[config.mk]
export PLATFORM = sky130hd
export DESIGN_NAME = lsb_stego_message_extract_flat
export DESIGN_NICKNAME = d
export VERILOG_FILES = /design/src/hdl/lsbse_pkg.sv /design/src/hdl/lsbse_if.sv /design/src/hdl/lsbse_res_fifo.sv /design/src/hdl/lsb_stego_message_extract.sv /design/src/flat_wrapper.sv
export SDC_FILE = /design/constraint.sdc
export NUM_CORES = 1
export LEC_CHECK = 0
export ABC_AREA = 0
export BUFFER_PORTS_ARGS = -buffer_cell sky130_fd_sc_hd__buf_2
export CAP_MARGIN = 10
export CORE_UTILIZATION = 50
export DETAILED_ROUTE_END_ITERATION = 10
export PLACE_DENSITY = 0.75
export SLEW_MARGIN = 20
export SYNTH_ARGS = -nofsm -noshare
export SYNTH_HDL_FRONTEND = slang
export SYNTH_SLANG_ARGS = --single-unit
[constraint.sdc]
create_clock -name clk -period 9.8 [get_ports clk]
set_input_delay 0.49 -clock clk [delete_from_list [all_inputs] [get_ports clk]]
set_output_delay 0.49 -clock clk [all_outputs]
set_load 0.01 [all_outputs]
[src/hdl/lsbse_pkg.sv]
// Shared types, constants and a helper function for the LSB message extractor.
`timescale 1ns / 1ps

package lsbse_pkg;

  localparam int unsigned DEF_MAX_WIDTH  = 4096;
  localparam int unsigned FW_W           = 13;
  localparam int unsigned MV_W           = 17;
  localparam int unsigned CODE_W         = 16;
  localparam int unsigned IDX_W          = 8;
  localparam int unsigned CFG_IDX_W      = 8;
  localparam int unsigned LEN_BITS       = 8;
  localparam int unsigned WIN_W          = 17;
  localparam int unsigned UCNT_W         = 5;
  localparam int unsigned BITCNT_W       = 4;
  localparam int unsigned RES_FIFO_DEPTH = 4;

  localparam logic [FW_W-1:0] FRAME_WIDTH_RST = 13'd500;
  localparam logic [MV_W-1:0] MARKER_RST      = 17'd69420;
  localparam logic [16:0]     MIN_WIDTH       = 17'd8;

  typedef enum logic [CFG_IDX_W-1:0] {
    CFG_FRAME_WIDTH  = 8'd0,
    CFG_MARKER_VALUE = 8'd1
  } cfg_reg_t;

  typedef enum logic {
    KIND_CHAR    = 1'b0,
    KIND_VERDICT = 1'b1
  } kind_t;

  typedef struct packed {
    kind_t             item_kind;
    logic [CODE_W-1:0] char_code;
    logic [IDX_W-1:0]  char_index;
    logic              marker_ok;
    logic              last_of_frame;
  } res_t;

  typedef struct packed {
    logic [1:0] cnt;
    res_t       res_a;
    res_t       res_b;
  } push_t;

  function automatic logic [16:0] clamp_width(logic [FW_W-1:0] fw, logic [16:0] max_w);
    logic [16:0] w;
    w = {4'd0, fw};
    if (w < MIN_WIDTH) begin
      w = MIN_WIDTH;
    end else if (w > max_w) begin
      w = max_w;
    end
    return w;
  endfunction

endpackage

[src/hdl/lsbse_if.sv]
// Valid/ready channel interfaces for pixel input, result output and register writes.
`timescale 1ns / 1ps

interface lsbse_in_if;
  logic       valid;
  logic       ready;
  logic [7:0] pixel_blue;
  logic       usable;
  logic       frame_end;

  modport source (output valid, pixel_blue, usable, frame_end, input ready);
  modport sink (input valid, pixel_blue, usable, frame_end, output ready);
endinterface

interface lsbse_out_if;
  logic        valid;
  logic        ready;
  logic        item_kind;
  logic [15:0] char_code;
  logic [7:0]  char_index;
  logic        marker_ok;
  logic        last_of_frame;

  modport source (output valid, item_kind, char_code, char_index, marker_ok, last_of_frame,
                  input ready);
  modport sink (input valid, item_kind, char_code, char_index, marker_ok, last_of_frame,
                output ready);
endinterface

interface lsbse_cfg_if;
  logic        valid;
  logic        ready;
  logic [7:0]  index;
  logic [16:0] data;

  modport source (output valid, index, data, input ready);
  modport sink (input valid, index, data, output ready);
endinterface

[src/hdl/lsbse_res_fifo.sv]
// Small result queue that takes up to two results per cycle and hands out one per beat.
`timescale 1ns / 1ps

module lsbse_res_fifo #(
  parameter int unsigned DEPTH = lsbse_pkg::RES_FIFO_DEPTH
) (
  input  logic               clk,
  input  logic               rst_n,
  input  lsbse_pkg::push_t   push,
  output logic               room,
  lsbse_out_if.source        out_bus
);
  import lsbse_pkg::*;

  localparam int unsigned PW = $clog2(DEPTH);

  res_t          mem_r [DEPTH];
  logic [PW-1:0] wr_ptr_r;
  logic [PW-1:0] rd_ptr_r;
  logic [PW:0]   cnt_r;
  logic [PW:0]   cnt_nxt;
  logic          pop;
  res_t          head;

  assign pop  = out_bus.valid & out_bus.ready;
  assign room = (cnt_r <= (PW+1)'(DEPTH - 2));

  always_comb begin
    cnt_nxt = cnt_r + (PW+1)'(push.cnt) - (PW+1)'(pop);
  end

  always_ff @(posedge clk) begin
    if (!rst_n) begin
      wr_ptr_r <= '0;
      rd_ptr_r <= '0;
      cnt_r    <= '0;
    end else begin
      wr_ptr_r <= wr_ptr_r + PW'(push.cnt);
      rd_ptr_r <= rd_ptr_r + PW'(pop);
      cnt_r    <= cnt_nxt;
    end
  end

  always_ff @(posedge clk) begin
    if (push.cnt != 2'd0) begin
      mem_r[wr_ptr_r] <= push.res_a;
    end
    if (push.cnt == 2'd2) begin
      mem_r[wr_ptr_r + PW'(1)] <= push.res_b;
    end
  end

  assign head                  = mem_r[rd_ptr_r];
  assign out_bus.valid         = (cnt_r != '0);
  assign out_bus.item_kind     = head.item_kind;
  assign out_bus.char_code     = head.char_code;
  assign out_bus.char_index    = head.char_index;
  assign out_bus.marker_ok     = head.marker_ok;
  assign out_bus.last_of_frame = head.last_of_frame;

endmodule

[src/hdl/lsb_stego_message_extract.sv]
// Top level of the LSB steganography message extractor.
`timescale 1ns / 1ps
//
// Pixels arrive in raster order on in_bus, one beat per pixel, carrying the blue
// byte, the usable bit and frame_end. The first eight pixels of row 0 give the
// message length, MSB first. From row 1 on, the blue LSBs of usable pixels build
// 16-bit characters, and each finished character leaves on out_bus as a beat of
// kind character. The pixel that carries frame_end also yields a verdict beat
// that reports the character count and whether the last 17 usable LSBs equal
// marker_value, after which all frame state returns to its reset value.
// cfg_bus writes frame_width (index 0) and marker_value (index 1); it is always
// ready and should be used only while no pixel is in flight.
// A pixel is processed in the cycle it is accepted, and its results are written
// into the result queue that drives out_bus. The block takes one pixel per cycle;
// a pixel that yields both a character and a verdict puts two beats into that
// four-entry queue, and in_bus.ready drops only while the queue has fewer than
// two free entries, which happens when the receiver stalls. Synchronous reset
// empties the queue and restores the reset register values and frame state.
//

module lsb_stego_message_extract #(
  parameter int unsigned MAX_WIDTH = lsbse_pkg::DEF_MAX_WIDTH
) (
  input  logic         clk,
  input  logic         rst_n,
  lsbse_in_if.sink     in_bus,
  lsbse_out_if.source  out_bus,
  lsbse_cfg_if.sink    cfg_bus
);
  import lsbse_pkg::*;

  localparam int unsigned WW      = $clog2(MAX_WIDTH + 1);
  localparam logic [16:0] MAX_W17 = 17'(MAX_WIDTH);
  localparam logic [16:0] RST_W17 = clamp_width(FRAME_WIDTH_RST, MAX_W17);

  logic [WW-1:0]       width_r;
  logic [MV_W-1:0]     marker_r;
  logic [WW-1:0]       column_r, column_nxt;
  logic                first_row_r, first_row_nxt;
  logic [IDX_W-1:0]    msg_len_r, msg_len_nxt;
  logic [CODE_W-1:0]   char_shift_r, char_shift_nxt;
  logic [BITCNT_W-1:0] bit_cnt_r, bit_cnt_nxt;
  logic [IDX_W-1:0]    chars_done_r, chars_done_nxt;
  logic [WIN_W-1:0]    window_r, window_nxt;
  logic [UCNT_W-1:0]   ucnt_r, ucnt_nxt;

  logic                accept;
  logic                room;
  logic                pix_bit;
  logic [CODE_W-1:0]   code;
  logic                char_fire;
  logic                verdict_fire;
  logic [16:0]         cfg_w17;
  res_t                char_res;
  res_t                verdict_res;
  push_t               push;

  assign in_bus.ready  = room;
  assign cfg_bus.ready = 1'b1;
  assign accept        = in_bus.valid & in_bus.ready;
  assign pix_bit       = in_bus.pixel_blue[0];
  assign cfg_w17       = clamp_width(cfg_bus.data[FW_W-1:0], MAX_W17);

  always_comb begin
    column_nxt     = column_r;
    first_row_nxt  = first_row_r;
    msg_len_nxt    = msg_len_r;
    char_shift_nxt = char_shift_r;
    bit_cnt_nxt    = bit_cnt_r;
    chars_done_nxt = chars_done_r;
    window_nxt     = window_r;
    ucnt_nxt       = ucnt_r;
    code           = {char_shift_r[CODE_W-2:0], pix_bit};
    char_fire      = 1'b0;
    verdict_fire   = in_bus.frame_end;

    if (first_row_r) begin
      if (column_r < WW'(LEN_BITS)) begin
        msg_len_nxt = {msg_len_r[IDX_W-2:0], pix_bit};
      end
    end else if (in_bus.usable && (chars_done_r < msg_len_r)) begin
      char_shift_nxt = code;
      bit_cnt_nxt    = bit_cnt_r + 1'b1;
      if (bit_cnt_nxt == '0) begin
        char_fire      = 1'b1;
        chars_done_nxt = chars_done_r + 1'b1;
        char_shift_nxt = '0;
      end
    end

    if (in_bus.usable) begin
      window_nxt = {pix_bit, window_r[WIN_W-1:1]};
      if (ucnt_r < UCNT_W'(WIN_W)) begin
        ucnt_nxt = ucnt_r + 1'b1;
      end
    end

    if (({1'b0, column_r} + 1'b1) >= {1'b0, width_r}) begin
      column_nxt    = '0;
      first_row_nxt = 1'b0;
    end else begin
      column_nxt = column_r + 1'b1;
    end

    char_res.item_kind     = KIND_CHAR;
    char_res.char_code     = code;
    char_res.char_index    = chars_done_r;
    char_res.marker_ok     = 1'b0;
    char_res.last_of_frame = 1'b0;

    verdict_res.item_kind     = KIND_VERDICT;
    verdict_res.char_code     = '0;
    verdict_res.char_index    = chars_done_nxt;
    verdict_res.marker_ok     = (ucnt_nxt == UCNT_W'(WIN_W)) && (window_nxt == marker_r);
    verdict_res.last_of_frame = 1'b1;

    if (verdict_fire) begin
      column_nxt     = '0;
      first_row_nxt  = 1'b1;
      msg_len_nxt    = '0;
      char_shift_nxt = '0;
      bit_cnt_nxt    = '0;
      chars_done_nxt = '0;
      window_nxt     = '0;
      ucnt_nxt       = '0;
    end

    push.cnt   = accept ? (2'(char_fire) + 2'(verdict_fire)) : 2'd0;
    push.res_a = char_fire ? char_res : verdict_res;
    push.res_b = verdict_res;
  end

  always_ff @(posedge clk) begin
    if (!rst_n) begin
      width_r      <= RST_W17[WW-1:0];
      marker_r     <= MARKER_RST;
      column_r     <= '0;
      first_row_r  <= 1'b1;
      msg_len_r    <= '0;
      char_shift_r <= '0;
      bit_cnt_r    <= '0;
      chars_done_r <= '0;
      window_r     <= '0;
      ucnt_r       <= '0;
    end else begin
      if (cfg_bus.valid && cfg_bus.ready) begin
        unique case (cfg_bus.index)
          CFG_FRAME_WIDTH:  width_r  <= cfg_w17[WW-1:0];
          CFG_MARKER_VALUE: marker_r <= cfg_bus.data;
          default: ;
        endcase
      end
      if (accept) begin
        column_r     <= column_nxt;
        first_row_r  <= first_row_nxt;
        msg_len_r    <= msg_len_nxt;
        char_shift_r <= char_shift_nxt;
        bit_cnt_r    <= bit_cnt_nxt;
        chars_done_r <= chars_done_nxt;
        window_r     <= window_nxt;
        ucnt_r       <= ucnt_nxt;
      end
    end
  end

  lsbse_res_fifo #(
    .DEPTH (RES_FIFO_DEPTH)
  ) u_res_fifo (
    .clk     (clk),
    .rst_n   (rst_n),
    .push    (push),
    .room    (room),
    .out_bus (out_bus)
  );

endmodule

[src/flat_wrapper.sv]
// flat-port wrapper written by rule: the top's interface ports become plain ports
module lsb_stego_message_extract_flat import lsbse_pkg::*;
#(
  parameter int unsigned MAX_WIDTH = lsbse_pkg::DEF_MAX_WIDTH
)
  (clk, rst_n, in_bus_valid, in_bus_pixel_blue, in_bus_usable, in_bus_frame_end, in_bus_ready, out_bus_valid, out_bus_item_kind, out_bus_char_code, out_bus_char_index, out_bus_marker_ok, out_bus_last_of_frame, out_bus_ready, cfg_bus_valid, cfg_bus_index, cfg_bus_data, cfg_bus_ready);
  lsbse_in_if in_bus_i ();
  lsbse_out_if out_bus_i ();
  lsbse_cfg_if cfg_bus_i ();
  input  logic clk;
  input  logic rst_n;
  input wire logic [$bits(in_bus_i.valid)-1:0] in_bus_valid;
  input wire logic [$bits(in_bus_i.pixel_blue)-1:0] in_bus_pixel_blue;
  input wire logic [$bits(in_bus_i.usable)-1:0] in_bus_usable;
  input wire logic [$bits(in_bus_i.frame_end)-1:0] in_bus_frame_end;
  output wire logic [$bits(in_bus_i.ready)-1:0] in_bus_ready;
  output wire logic [$bits(out_bus_i.valid)-1:0] out_bus_valid;
  output wire logic [$bits(out_bus_i.item_kind)-1:0] out_bus_item_kind;
  output wire logic [$bits(out_bus_i.char_code)-1:0] out_bus_char_code;
  output wire logic [$bits(out_bus_i.char_index)-1:0] out_bus_char_index;
  output wire logic [$bits(out_bus_i.marker_ok)-1:0] out_bus_marker_ok;
  output wire logic [$bits(out_bus_i.last_of_frame)-1:0] out_bus_last_of_frame;
  input wire logic [$bits(out_bus_i.ready)-1:0] out_bus_ready;
  input wire logic [$bits(cfg_bus_i.valid)-1:0] cfg_bus_valid;
  input wire logic [$bits(cfg_bus_i.index)-1:0] cfg_bus_index;
  input wire logic [$bits(cfg_bus_i.data)-1:0] cfg_bus_data;
  output wire logic [$bits(cfg_bus_i.ready)-1:0] cfg_bus_ready;
  assign in_bus_i.valid = in_bus_valid;
  assign in_bus_i.pixel_blue = in_bus_pixel_blue;
  assign in_bus_i.usable = in_bus_usable;
  assign in_bus_i.frame_end = in_bus_frame_end;
  assign in_bus_ready = in_bus_i.ready;
  assign out_bus_valid = out_bus_i.valid;
  assign out_bus_item_kind = out_bus_i.item_kind;
  assign out_bus_char_code = out_bus_i.char_code;
  assign out_bus_char_index = out_bus_i.char_index;
  assign out_bus_marker_ok = out_bus_i.marker_ok;
  assign out_bus_last_of_frame = out_bus_i.last_of_frame;
  assign out_bus_i.ready = out_bus_ready;
  assign cfg_bus_i.valid = cfg_bus_valid;
  assign cfg_bus_i.index = cfg_bus_index;
  assign cfg_bus_i.data = cfg_bus_data;
  assign cfg_bus_ready = cfg_bus_i.ready;
  lsb_stego_message_extract #(.MAX_WIDTH(MAX_WIDTH)) u_core (.clk(clk), .rst_n(rst_n), .in_bus(in_bus_i), .out_bus(out_bus_i), .cfg_bus(cfg_bus_i));
endmodule
* Word level (Yosys, flattened, before mapping)
Memory sizes are Yosys's and may differ from the RTL's. A register that Yosys moved wholly into a read port is not among the register bits.
Cells that the tools add are included.
** Operators by class
- Add/sub/neg operators :: 11
- $lt $le $gt $ge :: 7
- Eq/ne operators :: 5
- Mux-type cells :: 35
- Bitwise logic cells :: 2
- Reduce and logical (&&, ||, !) cells :: 15
** Operators by type and width (number)
- 2-to-1 mux 15 bit :: 4
- 2-to-1 mux 8 bit :: 7
- 2-to-1 mux 13 bit :: 4
- 2-to-1 mux 17 bit :: 2
- 2-to-1 mux 27 bit :: 1
- less-than comparator 13 x 4 -> 1 bit, second input constant :: 2
- == test 17 bit :: 1
- 2-to-1 mux 5 bit :: 3
- adder 13 x 1 -> 14 bit, second input constant :: 1
- greater-or-equal comparator 14 x 13 -> 1 bit :: 1
- adder 13 x 1 -> 13 bit, second input constant :: 1
- greater-than comparator 13 bit, second input constant :: 1
- 2-to-1 mux 4 bit :: 3
- nonzero test 2 bit :: 5
- 2-to-1 mux 1 bit :: 9
- adder 8 x 1 -> 8 bit, second input constant :: 1
- == test 8 x 1 -> 1 bit, second input constant :: 1
- zero test 8 bit :: 1
- less-than comparator 8 bit :: 1
- AND reduction 2 bit :: 3
- AND reduction 3 bit :: 2
- adder 5 x 1 -> 5 bit, second input constant :: 1
- == test 5 bit, second input constant :: 1
- less-than comparator 5 bit, second input constant :: 1
- 15 further kinds :: 18
** Storage, ports and cells
- Register bits after elaboration :: 108
- RAM bits :: 108
- Input bits :: 40
- Output and inout port bits :: 30
- Word-level logic and storage cells :: 89
- Memories kept :: 1
** Memory list
- u_core.u_res_fifo.mem_r :: depth 4, width 27, rd ports 1, clocked after Yosys merged registers in 1, write ports 2, line lsbse_res_fifo.sv:17 : res_t mem_r [DEPTH];

* Logic depth before layout (Yosys ltp)
- Depth after elaboration :: 10
- Gate-level depth with buffers :: 17
- Mapped depth without buffers :: 16

* By module
From an unflattened synthesis, not the netlist that was laid out.
** Second synthesis, totals
- Cell total of the unflattened synthesis :: 987
- Area total of the unflattened synthesis :: 11138.2 µm²
** By module, submodules not included
- lsbse_res_fifo :: times used 1, cells each 306, area an instance 5660.4 µm²
- lsb_stego_message_extract :: times used 1, cells each 681, area an instance 5477.8 µm²

* Worst setup path before layout
No wires, ideal clock.
- Path type :: register -> register
- Start :: reg u_core.msg_len_r[5]
- End :: mem u_core.u_res_fifo.mem_r[1][1] in the netlist's numbering, enable pin
- Setup time :: 0.334 ns
- Data arrival time :: 3.132 ns
- Required time :: 9.466 ns
- Setup slack :: 6.334 ns
- Cell stages (with the launch flop) :: 15
- Buffers on the path :: 2
- Cell sequence :: dfxtp_1 -> inv_1 -> ha_1 -> a211oi_1 -> o21ai_1 -> nor2_1 -> o21ai_2 -> inv_2 -> buf_2 -> ha_1 -> nand3_1 -> or2_4 -> or3_1 -> clkbuf_1 -> nand2_1
** RTL lines
- start: declaration :: line lsb_stego_message_extract.sv:40 : logic [IDX_W-1:0] msg_len_r, msg_len_nxt;
- start signal: assignment :: line lsb_stego_message_extract.sv:156 : msg_len_r <= msg_len_nxt;
- end: declaration :: line lsbse_res_fifo.sv:17

==> results.toml <==
[flow_run]
drv_cap = 0

[timing]
final-hold-violation-count = 0
hold-worst-slack_ps = 202
setup_slack_ps = 4820
tns_ps = 0
finClkSkew_ps = 9.63
tightestPinTransition_ps = 1060
fmax_ghz = 0.201
slew_headroom = 0.293
drv_slew = 0
setup_viol = 0
period_minus_slack_ps = 4980
period_share = 0.508
rsz0062_at_grt = "no"

[floorplan]
die-area_mm2 = 0.0213
io_pins = 70
rows = 52
die_h_um = 146
start_util = 0.511
core_mm2 = 0.0203
die_w_um = 146

[routing]
vias_per_cell = 5.88
wirelength_um = 23700
route.detailed.drc = 0
ant_nets = 0
drt_iter0_drc = 604
wl_per_cell_um = 17.0
vias = 8223
drt_pass1_iterations = 7

[critical_path]
cp_max_fo = 46
start_kind = "register"
path_class = "reg2reg"
critical_path_arrival_ps = 5100
crit_required_ps = 9920
end_kind = "register"

[power]
vdd_ir_drop_max_mv = 0.127
p_leak_nw = 4.30
power_density_mw_per_mm2 = 175

[placement]
post-dp-hpwl_um = 15500
placed_cell_area_mm2 = 0.0107
pre_cts_slack_ps = 4510
io_buffers = 61
place.gp.congestion = 0.847

[synthesis]
synth_area_mm2 = 0.0104
ys_ff_latch = 212
yosysMostFrequentCell = "dfxtp_1"
synth_edf_count = 36
syn_area_per_cell_um2 = 9.37
synth_area_leaders = "dfxtp_1, edfxtp_1, mux4_2"
synthTopCellsByCount = "dfxtp_1, nand2_1, nand3_1"
ys.warnings.count = 0
yosysSeqAreaShare = 0.444
synth_top_area_cell = "dfxtp_1"
synth_cells = 1106
synth_flop_cell = "dfxtp_1"
synthesis.nets = 1175
synth_top_area_frac = 0.340
async_flop_share = 0
synth.distinct_cells = 70

[clock_network]
cts_root_buffer = "clkbuf_16"
clockBufferDepth = 3
h-tree-depth = 1
cts_made_buffers = 22
holdBufCountCts = 0
tritoncts = "yes"
path_clk_slew_ps = 60
postCtsSetupBuffers = 0
clock_latency_ps = 500
cts_resized = 0
cts.sinks = 212

[global_route]
gr-usage-met2 = 0.389
grt_use_total = 0.225
grt_pass1_vias = 7855
top_usage_layer = "met2"
globalRoute.totalOverflow = 0
gr-usage-met1 = 0.292
grt_util_met3 = 0.0386
grt_max_degree = 59
grt_pass1_wl_um = 39200
antenna_found_initial = 1

[cells_and_area]
fillers = 1797
design_area_mm2 = 0.0114
drive_above_1_share = 0.133
postLayoutCoreUtil = 0.560
syn2layout_area_growth_pct = 9.69
n_antenna_cell = 0
nNetsFinal = 1182

[outcome]
status = "finished clean"

[min_path]
hp-class = "in2reg"
-- power breakdown --
part / internal [W] / switching (W)
clock network: 0.000460 / 0.000334
logic: 0.000108 / 0.000155
registers: 0.000907 / 0.0000265
-- final timing paths --
kind,startpoint,end,slack (ps),depth (start not counted)
setup / recovery,u_core.chars_done_r[5],u_core.u_res_fifo.mem_r[0][6],4820,11
hold / removal,cfg_bus_data[16],u_core.marker_r[16],200,3
setup reg to reg,u_core.chars_done_r[5],u_core.u_res_fifo.mem_r[0][6],4820,11
hold reg to reg,u_core.u_res_fifo.mem_r[0][12],u_core.u_res_fifo.mem_r[0][12],460,2
-- cells in the final DEF (no fill, tap or decap), types with 7 or more instances in the layout --
cell | Yosys | routed
ha_1 | 28 | 28
clkbuf_16 | 0 | 23
a31oi_1 | 29 | 29
nand2_1 | 91 | 91
a21oi_1 | 67 | 67
nor4_1 | 9 | 9
mux2i_1 | 34 | 34
nand3_1 | 78 | 78
nor2_1 | 77 | 77
a22oi_1 | 14 | 14
nor3_1 | 16 | 16
and3_1 | 7 | 7
o21ai_1 | 72 | 72
a21o_1 | 14 | 14
inv_1 | 31 | 31
buf_2 | 15 | 61
mux4_2 | 26 | 26
buf_4 | 5 | 7
or3_1 | 11 | 11
o21ai_0 | 22 | 22
edfxtp_1 | 36 | 36
xnor2_1 | 27 | 27
nand2b_1 | 29 | 29
dfxtp_1 | 176 | 175
a22o_1 | 23 | 23
-- final cells by class --
cell class	count	area, um^2	share of cell area
well taps	270	338	0.0297
inverters	32	120	0.0106
flip-flops and latches	212	4610	0.405
multi-input cells	777	5260	0.463
clock buffers	33	653	0.0574
repair buffers	68	358	0.0315
clock inverters	6	33.8	0.00297
-- worst max-delay path: stages (launching register included) --
cell	delay, ps
dfxtp_1	540
ha_1	310
a211oi_1	200
o21ai_1	200
nor2_1	330
o21ai_2	210
inv_2	610
ha_1	450
o21ai_2	290
or3_1	700
buf_4	390
nand2_1	350
-- cells by family after synthesis --
family | synth area share
flops | 0.444
xor+xnor | 0.0262
fa+ha+maj | 0.0357
mux | 0.0904
simple gates | 0.162
compound gates | 0.193
other cells | 0.000362
buf+inv | 0.0482
-- per-stage QoR --
step,std cells,power [W]
3_5_place_dp,1359,0.00122
6_report,1398,0.00199
2_1_floorplan,1106,0.00114
3_3_place_gp,1359,0.00121
5_1_grt,1398,0.00207
4_1_cts,1398,0.00201
-- layer usage --
layer  vias to the layer above  routed length (um)
li1                       4066                   -
met1                      3877               10500
met2                       239               11400
met3                        39                1420
met4                         2                 410
met5                         -                   8
-- flip-flops by register name (all words and copies together) (netlist names), 4 cells and up --
name	count
u_core.msg_len_r	8
u_core.bit_cnt_r	4
u_core.column_r	13
u_core.chars_done_r	8
u_core.marker_r	17
u_core.width_r	13
u_core.char_shift_r	15
u_core.window_r	17
u_core.ucnt_r	5
u_core.u_res_fifo.mem_r	104
(Power assumes the default switching activity.)
